--- src/design/bsc_pkg.sv ---
package bsc_pkg;

    localparam int unsigned DIV_W      = 32;
    localparam int unsigned DIV_STAGES = DIV_W;
    // S1, S2, divider, P1..P7, divider, Q1, Q2
    localparam int unsigned LAT        = 2 + DIV_STAGES + 7 + DIV_STAGES + 2;
    localparam int unsigned QUEUE_DEPTH = 2;

    localparam logic [7:0] CFG_CAL_A = 8'd0;
    localparam logic [7:0] CFG_CAL_B = 8'd1;
    localparam logic [7:0] CFG_CAL_C = 8'd2;
    localparam logic [7:0] CFG_OSS   = 8'd3;

    localparam logic [31:0] B6_OFFSET   = 32'd4000;
    localparam logic [31:0] K_X1        = 32'd3038;
    localparam logic [31:0] K_X2        = 32'd7357;
    localparam logic [31:0] K_BIAS      = 32'd3791;
    localparam logic [31:0] K_B7        = 32'd50000;
    localparam logic [31:0] K_HALF      = 32'd32768;
    localparam logic signed [31:0] T_MAX = 32'sd32767;
    localparam logic signed [31:0] T_MIN = -32'sd32768;
    localparam logic signed [31:0] P_MAX = 32'sd262143;

    typedef struct packed {
        logic [15:0] raw_temperature;
        logic [18:0] raw_pressure;
    } t_item;

    typedef struct packed {
        logic signed [15:0] ac1;
        logic signed [15:0] ac2;
        logic signed [15:0] ac3;
        logic [15:0]        ac4;
        logic [15:0]        ac5;
        logic [15:0]        ac6;
        logic signed [15:0] b1;
        logic signed [15:0] b2;
        logic signed [15:0] mc;
        logic signed [15:0] md;
        logic [1:0]         oss;
    } t_cal;

    typedef struct packed {
        logic [31:0] x1;
        logic [18:0] up;
        logic        neg;
        logic        fault;
    } t_sb1;

    typedef struct packed {
        logic [15:0] t;
        logic        dbl;
        logic        fault;
    } t_sb2;

endpackage

--- src/design/bsc_front.sv ---
module bsc_front import bsc_pkg::*; (
    input  logic  i_clk,
    input  logic  i_rst_n,
    input  logic  i_in_valid,
    output logic  o_in_ready,
    input  t_item i_item,
    output logic  o_valid,
    output t_item o_item,
    input  logic  i_pop
);

    t_item      r_mem [QUEUE_DEPTH];
    logic       r_wp, r_rp;
    logic [1:0] r_cnt;
    logic       push, pop;

    assign o_in_ready = (r_cnt != 2'(QUEUE_DEPTH));
    assign o_valid    = (r_cnt != 2'd0);
    assign o_item     = r_mem[r_rp];
    assign push       = i_in_valid && o_in_ready;
    assign pop        = i_pop && o_valid;

    always_ff @(posedge i_clk) begin
        if (push) begin
            r_mem[r_wp] <= i_item;
        end
        if (!i_rst_n) begin
            r_wp  <= 1'b0;
            r_rp  <= 1'b0;
            r_cnt <= 2'd0;
        end else begin
            if (push) begin
                r_wp <= ~r_wp;
            end
            if (pop) begin
                r_rp <= ~r_rp;
            end
            case ({push, pop})
                2'b10:   r_cnt <= r_cnt + 2'd1;
                2'b01:   r_cnt <= r_cnt - 2'd1;
                default: r_cnt <= r_cnt;
            endcase
        end
    end

endmodule

--- config.mk ---
export PLATFORM = sky130hd
export DESIGN_NAME = bsc_front
export DESIGN_NICKNAME = d
export VERILOG_FILES = /design/src/design/bsc_pkg.sv /design/src/design/bsc_front.sv
export SDC_FILE = /design/constraint.sdc
export NUM_CORES = 1
export LEC_CHECK = 0
export BUFFER_PORTS_ARGS = -buffer_cell sky130_fd_sc_hd__buf_2
export CORE_ASPECT_RATIO = 0.8
export CORE_MARGIN = 5
export CORE_UTILIZATION = 30
export CTS_CLUSTER_DIAMETER = 120
export DETAILED_ROUTE_END_ITERATION = 10
export PLACE_DENSITY = 0.53
export SLEW_MARGIN = 20
export SYNTH_ARGS = -nofsm -noshare
export SYNTH_HDL_FRONTEND = slang
export SYNTH_SLANG_ARGS = --single-unit
--- constraint.sdc ---
create_clock -name i_clk -period 1.9 [get_ports i_clk]
set_input_delay 0.285 -clock i_clk [delete_from_list [all_inputs] [get_ports i_clk]]
set_output_delay 0.285 -clock i_clk [all_outputs]
set_load 0.01 [all_outputs]
# After elaboration in Yosys (flattened, before gate mapping)

Memories as Yosys holds them, arrays and structs flattened. A register that Yosys moved wholly into a read port is not among the register bits.
Cells that the tools add are included.

Register bits: 4
Bits in latches: 0
Memory bits (writable): 70
Memory bits (read-only): 0
Output and inout port bits: 37
Memories kept: 1

Memories:

| memory | words | bits a word | read ports | clocked after Yosys merged registers in | wr ports | line            | RTL |
|---|---|---|---|---|---|---|---|
| r_mem  | 2     | 35          | 1          | 1                                       | 1        | bsc_front.sv:12 | `t_item r_mem [QUEUE_DEPTH];` |

Add/subtract/negate cells: 2
$mul: 0
Div/mod/pow operators: 0
Order comparisons: 0
Equal/unequal tests: 3
Shift operators: 0
Multiplexer cells: 5
Bitwise gates (word level): 2
Reduce and logical (&&, ||, !) cells: 4

Operators by type and width:

| kind                  | number |
|---|---|
| $mux W1               | 4 |
| $pmux W2 S2           | 1 |
| $reduce_bool A2 Y1    | 2 |
| $add A2 B1 Y2 const B | 1 |
| $eq A2 B1 Y1 const B  | 1 |
| $eq A2 B2 Y1 const B  | 1 |
| $logic_and A1 B1 Y1   | 2 |
| $ne A2 B2 Y1 const B  | 1 |
| $not A1 Y1            | 2 |
| $sub A2 B1 Y2 const B | 1 |

# Depth between registers and ports, before layout

Gate-level depths: netlist of the first run.

Depth in word-level cells: 4
Gate-level depth with buffers: 6

# Worst setup path after synthesis of the first run

No wires, ideal clock.

Path type: register to register
Start: reg r_cnt[0]
End: mem r_mem[1][0] (netlist name) (enable)
Setup time: 396 ps
Arrival time: 1556 ps
Required time: 1504 ps
Slack: -51 ps
Cell stages (with the launch flop): 3
Clock period less this slack: 1951 ps
Cells stage by stage: dfxtp_1 nand2b_1 and3_1

Word-level cells in the longest chain between the ends: 4

RTL lines:

| element                       | line            | RTL |
|---|---|---|
| start, declared               | bsc_front.sv:14 | `logic [1:0] r_cnt;` |
| start signal, assigned        | bsc_front.sv:39 | `2'b10: r_cnt <= r_cnt + 2'd1;` |
| start signal, assigned        | bsc_front.sv:40 | `2'b01: r_cnt <= r_cnt - 2'd1;` |
| start signal, assigned        | bsc_front.sv:41 | `default: r_cnt <= r_cnt;` |
| $ne A2 B2 Y1                  | bsc_front.sv:17 | `assign o_in_ready = (r_cnt != 2'(QUEUE_DEPTH));` |
| via o_in_ready                | bsc_front.sv:5  | `output logic o_in_ready,` |
| $logic_and A1 B1 Y1           | bsc_front.sv:20 | `assign push = i_in_valid && o_in_ready;` |
| $mux W1                       | bsc_front.sv:24 | `if (push) begin` |
| $mux W1 (implied by the code) | bsc_front.sv:25 | `r_mem[r_wp] <= i_item;` |
| end, declared                 | bsc_front.sv:12 |  |

The timed path passes the listed nets, and every way through them passes these cells.

==> results of run 1 <==
==> worst register-to-register path: stages, from the launching register on <==
cell and delay [ns]:
dfxtp_1 0.40, nand2b_1 0.20, nand2_1 0.08, ha_1 0.33
or3_1 0.35, a21boi_1 0.13
==> metrics by stage <==
stage	std cells	utilization (%)	hold WS (ns)	setup slack (ns)
floorplan	133	-	0.3839	0.08230
global placement	322	36.82	0.4729	0.3745
detailed placement	322	36.82	0.4766	0.3364
CTS	338	40.36	0.1340	0.1684
global route	338	40.36	0.1329	0.1395
finish	339	40.39	0.1498	0.1966
==> metal layers <==
layer	track usage (%)	vias to the layer above
met1	10.99	688
li1	-	690
met3	4.949	5
met4	3.438	0
met5	0	-
met2	14.44	47
==> where the power goes <==
part	switching [uW]	internal [uW]	total (uW)
registers	71.0	2090	2160
logic	654	638	1290
clock network	620	1150	1770
total	1340	3880	5230
==> placed cells by master (no fill, tap or decap) <==
master	synthesis	final
o21a_1	1	1
or2_2	1	1
and3_2	0	1
dfxtp_1	5	4
clkinvlp_4	0	1
and2_1	1	1
clkbuf_16	0	9
xnor2_1	3	3
nand2_1	1	1
o21ai_0	1	1
nand3b_1	1	1
nand2b_1	1	1
mux2_2	35	35
clkinv_4	0	2
a21bo_2	1	1
a21boi_1	1	1
or3_1	1	1
inv_1	1	1
bufinv_16	0	2
diode_2	0	1
dfxtp_2	0	1
a21boi_0	1	1
edfxtp_1	70	70
ha_1	1	1
nor2b_1	2	2
buf_2	4	75
buf_12	0	3
clkinv_2	0	1
clkbuf_1	0	1
==> layout make-up <==
type                    instances  area share, %
diodes                          1        0.06885
clock buffers                  10          6.299
clock inverters                 6          2.478
inverters                       1         0.1033
multi-input cells              53          14.49
flip-flops and latches         75          60.62
well taps                     115          3.959
repair buffers                 78          11.98
==> cell families (layout without fill, tap and decap cells) <==
| group | after synthesis | in the layout | share of synthesized area, % |
|---|---|---|---|
| fa+ha+maj | 1 | 1 | 0.4547 |
| simple gates | 9 | 9 | 2.002 |
| mux | 35 | 35 | 14.32 |
| flops | 75 | 75 | 80.04 |
| compound gates | 5 | 5 | 1.364 |
| buf+inv | 5 | 95 | 0.8639 |
| other cells | 0 | 1 | 0 |
| xor+xnor | 3 | 3 | 0.9552 |
==> registers in the layout, indices dropped and copies added (netlist names), named ones only <==
name   flops
r_mem     70
r_wp       1
r_rp       1
r_cnt      2
==> worst paths after layout <==
kind                              start               endpoint  slack [ns]  cells after the start
setup / recovery               register             o_item[31]        0.20                      3
hold / removal                i_item[0]  r_mem[0][0]$_DFFE_PP_        0.15                      1
setup reg to reg  r_cnt[0]$_SDFFE_PN0P_  r_cnt[1]$_SDFFE_PN0P_        0.34                      5
hold reg to reg   r_cnt[1]$_SDFFE_PN0P_  r_cnt[1]$_SDFFE_PN0P_        0.51                      2
==> cells in the mapped netlist (all sizes together) <==
master	count	area share (%)
a21bo	1	0.36
a21boi	2	0.55
and2	1	0.23
and3	1	0.23
buf	4	0.73
dfxtp	5	3.6
edfxtp	70	76
ha	1	0.45
inv	1	0.14
mux2	35	14
nand2	1	0.14
nand2b	1	0.23
nand3b	1	0.27
nor2b	2	0.45
o21a	1	0.27
o21ai	1	0.18
or2	1	0.23
or3	1	0.23
xnor2	3	0.96
==> flow_summary.yaml, run 1 <==
status:
  run_status: "completed"
worst_setup_path:
  cp-start-kind: "register"
  critical_path_arrival_ns: 1.42
  crit_fanout: 35
  critPathRequiredTime_ns: 1.62
  path_buf_inv: 2
  worstSetupPathType: "reg -> out"
  crit_chain: "buf_12, mux2_2, buf_2"
  slowest_stage: "mux2_2"
  slowest_delay_ns: 0.38
  cp-end-kind: "primary output"
  crit_family: "buffers and inverters"
final_layout:
  drive_above_1_share_pct: 59.19
  nFillCells: 856
  nNetsFinal: 258
  multi_input_area_um2: 526.8
  final_area_um2: 3635
  seq_area_um2: 2203
  syn_to_final_growth_pct: 32.11
cts:
  max-clock-path-buffers: 2
  htree_levels: 3
  cts_tree: "done"
  cts_hold_buf: 0
  cts.reportedPaths.clkPinSlew_ns: 0.06
  cts_root_buf: "clkbuf_16"
  clk-insertion-delay-late_ns: 0.32
  cts_post_setup_buffers_inserted: 0
  cts_sinks: 75
  numCtsBuffers: 9
  cts_resized: 0
placement:
  dp_hpwl_um: 3279
  gp_congestion: 0.6485
  portBuffers: 75
  placed_cell_area_um2: 3313
power_and_ir_drop:
  powerDensity_nw_per_um2: 1438
  p_leak_uw: 0.001352
  p_total_uw: 5226
  ir_drop_uv: 525.1
yosys:
  ys_seq_area_share_pct: 80.04
  avgSynthCellArea_um2: 20.69
  synth_nets: 173
  synth_cell_types: 20
  ys_seq_elements: 75
  synth_area_um2: 2751
  synth_warnings: 0
  synth_cells: 133
grt:
  grt_pass1_wl_um: 7500
  grt-ovfl-total: 0
  grt_max_degree: 36
  antenna_found_initial: 0
  grt_pass1_vias: 1454
  grt_use_total_pct: 9.316
sta:
  finClkSkew_ns: 0.004143
  period_share_pct: 89.65
  rsz0062_at_grt: "false"
  tns_ns: 0
  clock.fmax_ghz: 0.5871
  finalSetupViolations: 0
  max_slew.worst_pin.slew_ns: 0.2211
  period_needed_ns: 1.703
  finalMaxSlewViolations: 0
  hold_violations: 0
  slew_headroom_pct: 85.26
min_path:
  min_path_type: "in -> reg"
die:
  core_um2: 8999
  floorplan.initialDensity_pct: 30.58
  die_x_um: 117.1
  io_pins: 76
  fp.dieH_um: 95.66
  num_rows: 31
  die_area_um2: 11200
routing:
  final_antenna_net_count: 0
  met1_length_um: 2290
  viasPerCell: 4.218
  drt-total-wl_um: 5105
  wl_per_cell_um: 15.06
  detailedRoute.firstIterationViolations: 50
  drt_first_pass_iters: 3
  highest_layer: "met4"
  routed-via-count: 1430
  dr_wl_met2_um: 2313
  drc: 0
  met3_length_um: 452
flow_run:
  drv_cap: 0
(Power assumes the default switching activity.)
==> run 2, diff against run 1 <==
REMOVE_ABC_BUFFERS = 1   (was not set)
==> flow_summary.yaml, run 2 (synthesis gave the netlist of run 1 again) <==
final_layout:
  nNetsFinal: 261
  top_regs: "r_mem (70), r_cnt (2)"
  seq_area_um2: 2203
  multi_input_area_um2: 526.8
  syn_to_final_growth_pct: 30.97
  insertedDiodeCount: 0
  layout_commonest_cell: "buf_2"
  fin_util_pct: 40.04
  nFillCells: 855
  top_register: "r_mem"
  drive_above_1_share_pct: 59.29
  final_cell_mix: "buf_2, edfxtp_1, mux2_2"
  largest_reg_flops: 70
die:
  die_area_um2: 11200
  io_pins: 76
  num_rows: 31
  core_um2: 8999
  fp.dieH_um: 95.66
  die_x_um: 117.1
  floorplan.initialDensity_pct: 30.58
power_and_ir_drop:
  p_leak_uw: 0.001350
  p_total_uw: 5097
  powerDensity_nw_per_um2: 1415
  ir_drop_uv: 522.1
flow_run:
  drv_cap: 0
sta:
  slew_headroom_pct: 80.32
  hold_violations: 0
  rsz0062_at_grt: "false"
  max_slew.worst_pin.slew_ns: 0.2951
  period_needed_ns: 1.751
  clock.fmax_ghz: 0.5712
  fin_ws_ns: 0.1493
  finClkSkew_ns: 0.005315
  finalMaxSlewViolations: 0
  period_share_pct: 92.14
  finalSetupViolations: 0
  whs_ns: 0.1437
grt:
  antenna_found_initial: 0
  grt_pass1_vias: 1545
  grt_pass1_wl_um: 7914
  grt-ovfl-total: 0
  grt_use_total_pct: 9.847
  grt_max_degree: 24
worst_setup_path:
  crit_fanout: 19
  critical_path_arrival_ns: 1.47
  cp-start-kind: "register"
  cp-end-kind: "primary output"
  worstSetupPathType: "reg -> out"
  reg2reg_slack_ns: 0.31
  critPathRequiredTime_ns: 1.62
cts:
  cts_sinks: 75
  max-clock-path-buffers: 2
  cts_root_buf: "clkbuf_16"
  cts_post_setup_buffers_inserted: 0
  numCtsBuffers: 9
  cts.reportedPaths.clkPinSlew_ns: 0.06
  cts_resized: 0
  cts_tree: "done"
  cts_hold_buf: 0
  clk-insertion-delay-late_ns: 0.33
  htree_levels: 3
routing:
  wl_per_cell_um: 15.43
  detailedRoute.firstIterationViolations: 53
  drc: 0
  viasPerCell: 4.302
  routed-via-count: 1467
  final_antenna_net_count: 0
  drt_first_pass_iters: 4
  drt-total-wl_um: 5260
status:
  run_status: "completed"
placement:
  gp_congestion: 0.7077
  portBuffers: 75
  place_ws_ns: 0.3280
  dp_hpwl_um: 3491
min_path:
  min_path_type: "in -> reg"
[run 2: per-stage QoR]
| step | setup TNS [ns] | instance area, um^2 | cells |
|---|---|---|---|
| after global placement | 0 | 3311 | 325 |
| final | 0 | 3603 | 341 |
| after detailed placement | 0 | 3311 | 325 |
| after global routing | 0 | 3603 | 341 |
| after floorplan | -1.789 | 2731 | 129 |
| after CTS | 0 | 3603 | 341 |
[run 2: critical path, stage by stage (launching register included)]
cell,delay [ns]
dfxtp_2,0.32
buf_4,0.29
mux2_2,0.38
buf_2,0.14
[run 2: final cells by class]
type / instances / area share [%]
Tap cell: 115 / 3.993
Clock buffer: 10 / 6.354
Timing Repair Buffer: 81 / 12.01
Inverter: 1 / 0.1042
Sequential cell: 75 / 61.15
Multi-Input combinational cell: 53 / 14.62
Clock inverter: 6 / 1.771
[run 2: per-layer routing]
layer	track usage, %	vias to the layer above	wire length, um
met4	3.725	0	68
met3	5.393	9	543
li1	-	694	-
met1	12.29	704	2380
met2	14.30	60	2267
met5	0	-	0
[run 2: where the power goes]
group	switching [uW]	internal [uW]	leakage [uW]
Combinational	663	629	0.000513
Clock	625	1020	0.000141
Sequential	70.4	2090	0.000697
[run 2: path summary, 6_finish.rpt]
path / startpoint / end / cells after the start
min reg2reg: r_cnt[1]$_SDFFE_PN0P_ / r_cnt[1]$_SDFFE_PN0P_ / 2
max: register / o_item[23] / 3
min: i_item[21] / r_mem[0][21]$_DFFE_PP_ / 1
max reg2reg: r_cnt[0]$_SDFFE_PN0P_ / r_cnt[1]$_SDFFE_PN0P_ / 5
==> run 3, diff against run 2 <==
BUFFER_PORTS_ARGS = not set   (was -buffer_cell sky130_fd_sc_hd__buf_2)
DONT_BUFFER_PORTS = 1   (was not set)
PLACE_DENSITY = 0.45   (was 0.53)
==> flow_summary.yaml, run 3 (synthesis gave the netlist of run 1 again) <==
status:
  run_status: "completed"
grt:
  grt_max_degree: 20
  grt_use_total_pct: 8.699
  grt_pass1_vias: 1326
  grt_pass1_wl_um: 6982
  grt-ovfl-total: 0
  antenna_found_initial: 0
worst_setup_path:
  cp-end-kind: "register"
  cp_num_cells: 5
  critPathRequiredTime_ns: 2.15
  reg2reg_slack_ns: 0.20
  startpoint: "r_cnt[0]$_SDFFE_PN0P_"
  slowest_delay_ns: 0.42
  path_buf_inv: 0
  slowest_stage: "dfxtp_1"
  critical_path_arrival_ns: 1.95
  crit_end: "r_cnt[1]$_SDFFE_PN0P_"
  timing.rr.end: "r_cnt[1]$_SDFFE_PN0P_"
  r2r_cells: 5
  cp-start-kind: "register"
  worstSetupPathType: "reg -> reg"
  crit_fanout: 5
  r2r_start: "r_cnt[0]$_SDFFE_PN0P_"
  crit_chain: "nand2b_1, nand2_1, ha_1, or3_1, a21boi_1"
  crit_family: "simple AND/OR/NAND/NOR gates"
sta:
  finalMaxSlewViolations: 0
  slew_headroom_pct: 82.34
  clock.fmax_ghz: 0.5867
  rsz0062_at_grt: "false"
  whs_ns: 0.05681
  period_needed_ns: 1.705
  finClkSkew_ns: 0.003852
  period_share_pct: 89.71
  finalSetupViolations: 0
  fin_ws_ns: 0.1955
  hold_violations: 0
  max_slew.worst_pin.slew_ns: 0.2649
die:
  num_rows: 31
  core_um2: 8999
  io_pins: 76
  die_area_um2: 11200
  die_x_um: 117.1
  fp.dieH_um: 95.66
  floorplan.initialDensity_pct: 30.58
cts:
  cts_root_buf: "clkbuf_16"
  clk-insertion-delay-late_ns: 0.32
  cts_resized: 0
  max-clock-path-buffers: 2
  cts_hold_buf: 0
  htree_levels: 3
  cts_tree: "done"
  numCtsBuffers: 9
  cts_sinks: 75
  cts_post_setup_buffers_inserted: 0
  cts.reportedPaths.clkPinSlew_ns: 0.06
final_layout:
  largest_reg_flops: 70
  fin_cells: 266
  top_regs: "r_mem (70), r_cnt (2)"
  syn_to_final_growth_pct: 18.10
  layout_commonest_cell: "edfxtp_1"
  top_register: "r_mem"
  insertedDiodeCount: 0
  drive_above_1_share_pct: 40.40
  final_cell_mix: "edfxtp_1, mux2_2, clkbuf_16"
  nNetsFinal: 186
flow_run:
  drv_cap: 0
power_and_ir_drop:
  p_comb_share_pct: 20.3
  powerDensity_nw_per_um2: 1495
  switchingPower_uw: 1237
  p_int_uw: 3621
  sw_frac_of_total_pct: 25.46
  power_frac_clock_pct: 34.5
  p_leak_uw: 0.001058
  seqPwrFrac_pct: 45.2
  ir_drop_uv: 516.2
placement:
  gp_congestion: 0.7639
  dp_hpwl_um: 3398
  place_ws_ns: 0.2033
  portBuffers: 0
  dpl.cell_count: 250
routing:
  final_antenna_net_count: 0
  drc: 0
  drt_first_pass_iters: 4
  wl_per_cell_um: 17.38
  viasPerCell: 4.417
  drt-total-wl_um: 4623
  routed-via-count: 1175
  detailedRoute.firstIterationViolations: 27
min_path:
  min_path_type: "in -> reg"
[run 3: changes by cell type in the layout (fill, tap and decap cells not counted), sizes merged]
cell | before | now
buf | 81 | 6
inv | 3 | 1
clkbuf | 10 | 11
clkinvlp | 1 | 3
clkinv | 2 | 1
[run 3: cell type report]
class	count	area (um^2)
fillers	850	5749
multi-input cells	53	526.8
clock buffers	11	252.7
well taps	115	143.9
clock inverters	5	61.31
repair buffers	6	57.56
flip-flops and latches	75	2203
inverters	1	3.754
[run 3: how the worst min path moves through the flow]
| stage | start | to | slack (ns) | cells past startpoint |
|---|---|---|---|---|
| final | i_item[3] | r_mem[0][3]$_DFFE_PP_ | 0.06 | 0 |
| after detailed placement | i_item[29] | r_mem[0][29]$_DFFE_PP_ | 0.38 | 0 |
| after floorplan | i_item[0] | r_mem[0][0]$_DFFE_PP_ | 0.38 | 0 |
| after global routing | i_item[3] | r_mem[0][3]$_DFFE_PP_ | 0.04 | 0 |
| after global placement | i_item[28] | r_mem[0][28]$_DFFE_PP_ | 0.38 | 0 |
| after CTS | i_item[3] | r_mem[0][3]$_DFFE_PP_ | 0.04 | 0 |
[run 3: power by group through the flow]
stage	logic (uW)	clock network, uW	registers, uW
2_1_floorplan	717	0	2260
3_3_place_gp	995	0	2220
3_5_place_dp	1010	0	2230
4_1_cts	1020	1730	2200
5_1_grt	1080	1820	2220
6_report	987	1680	2190
[run 3: routing by layer]
layer	vias up	global-route usage, %	share of wire [%]
met5	-	0	0
met4	0	2.292	1.3
met3	8	8.693	19
met2	60	13.73	46
met1	567	7.860	34
li1	540	-	-
[run 3: stage by stage]
stage / utilization [%] / power [uW] / instance area, um^2 / setup TNS [ns]
after global placement: 32.62 / 3210 / 2935 / 0
after global routing: 36.11 / 5114 / 3249 / 0
final: 36.11 / 4859 / 3249 / 0
after CTS: 36.11 / 4954 / 3249 / 0
after floorplan: - / 2972 / 2731 / -1.789
after detailed placement: 32.62 / 3247 / 2935 / 0
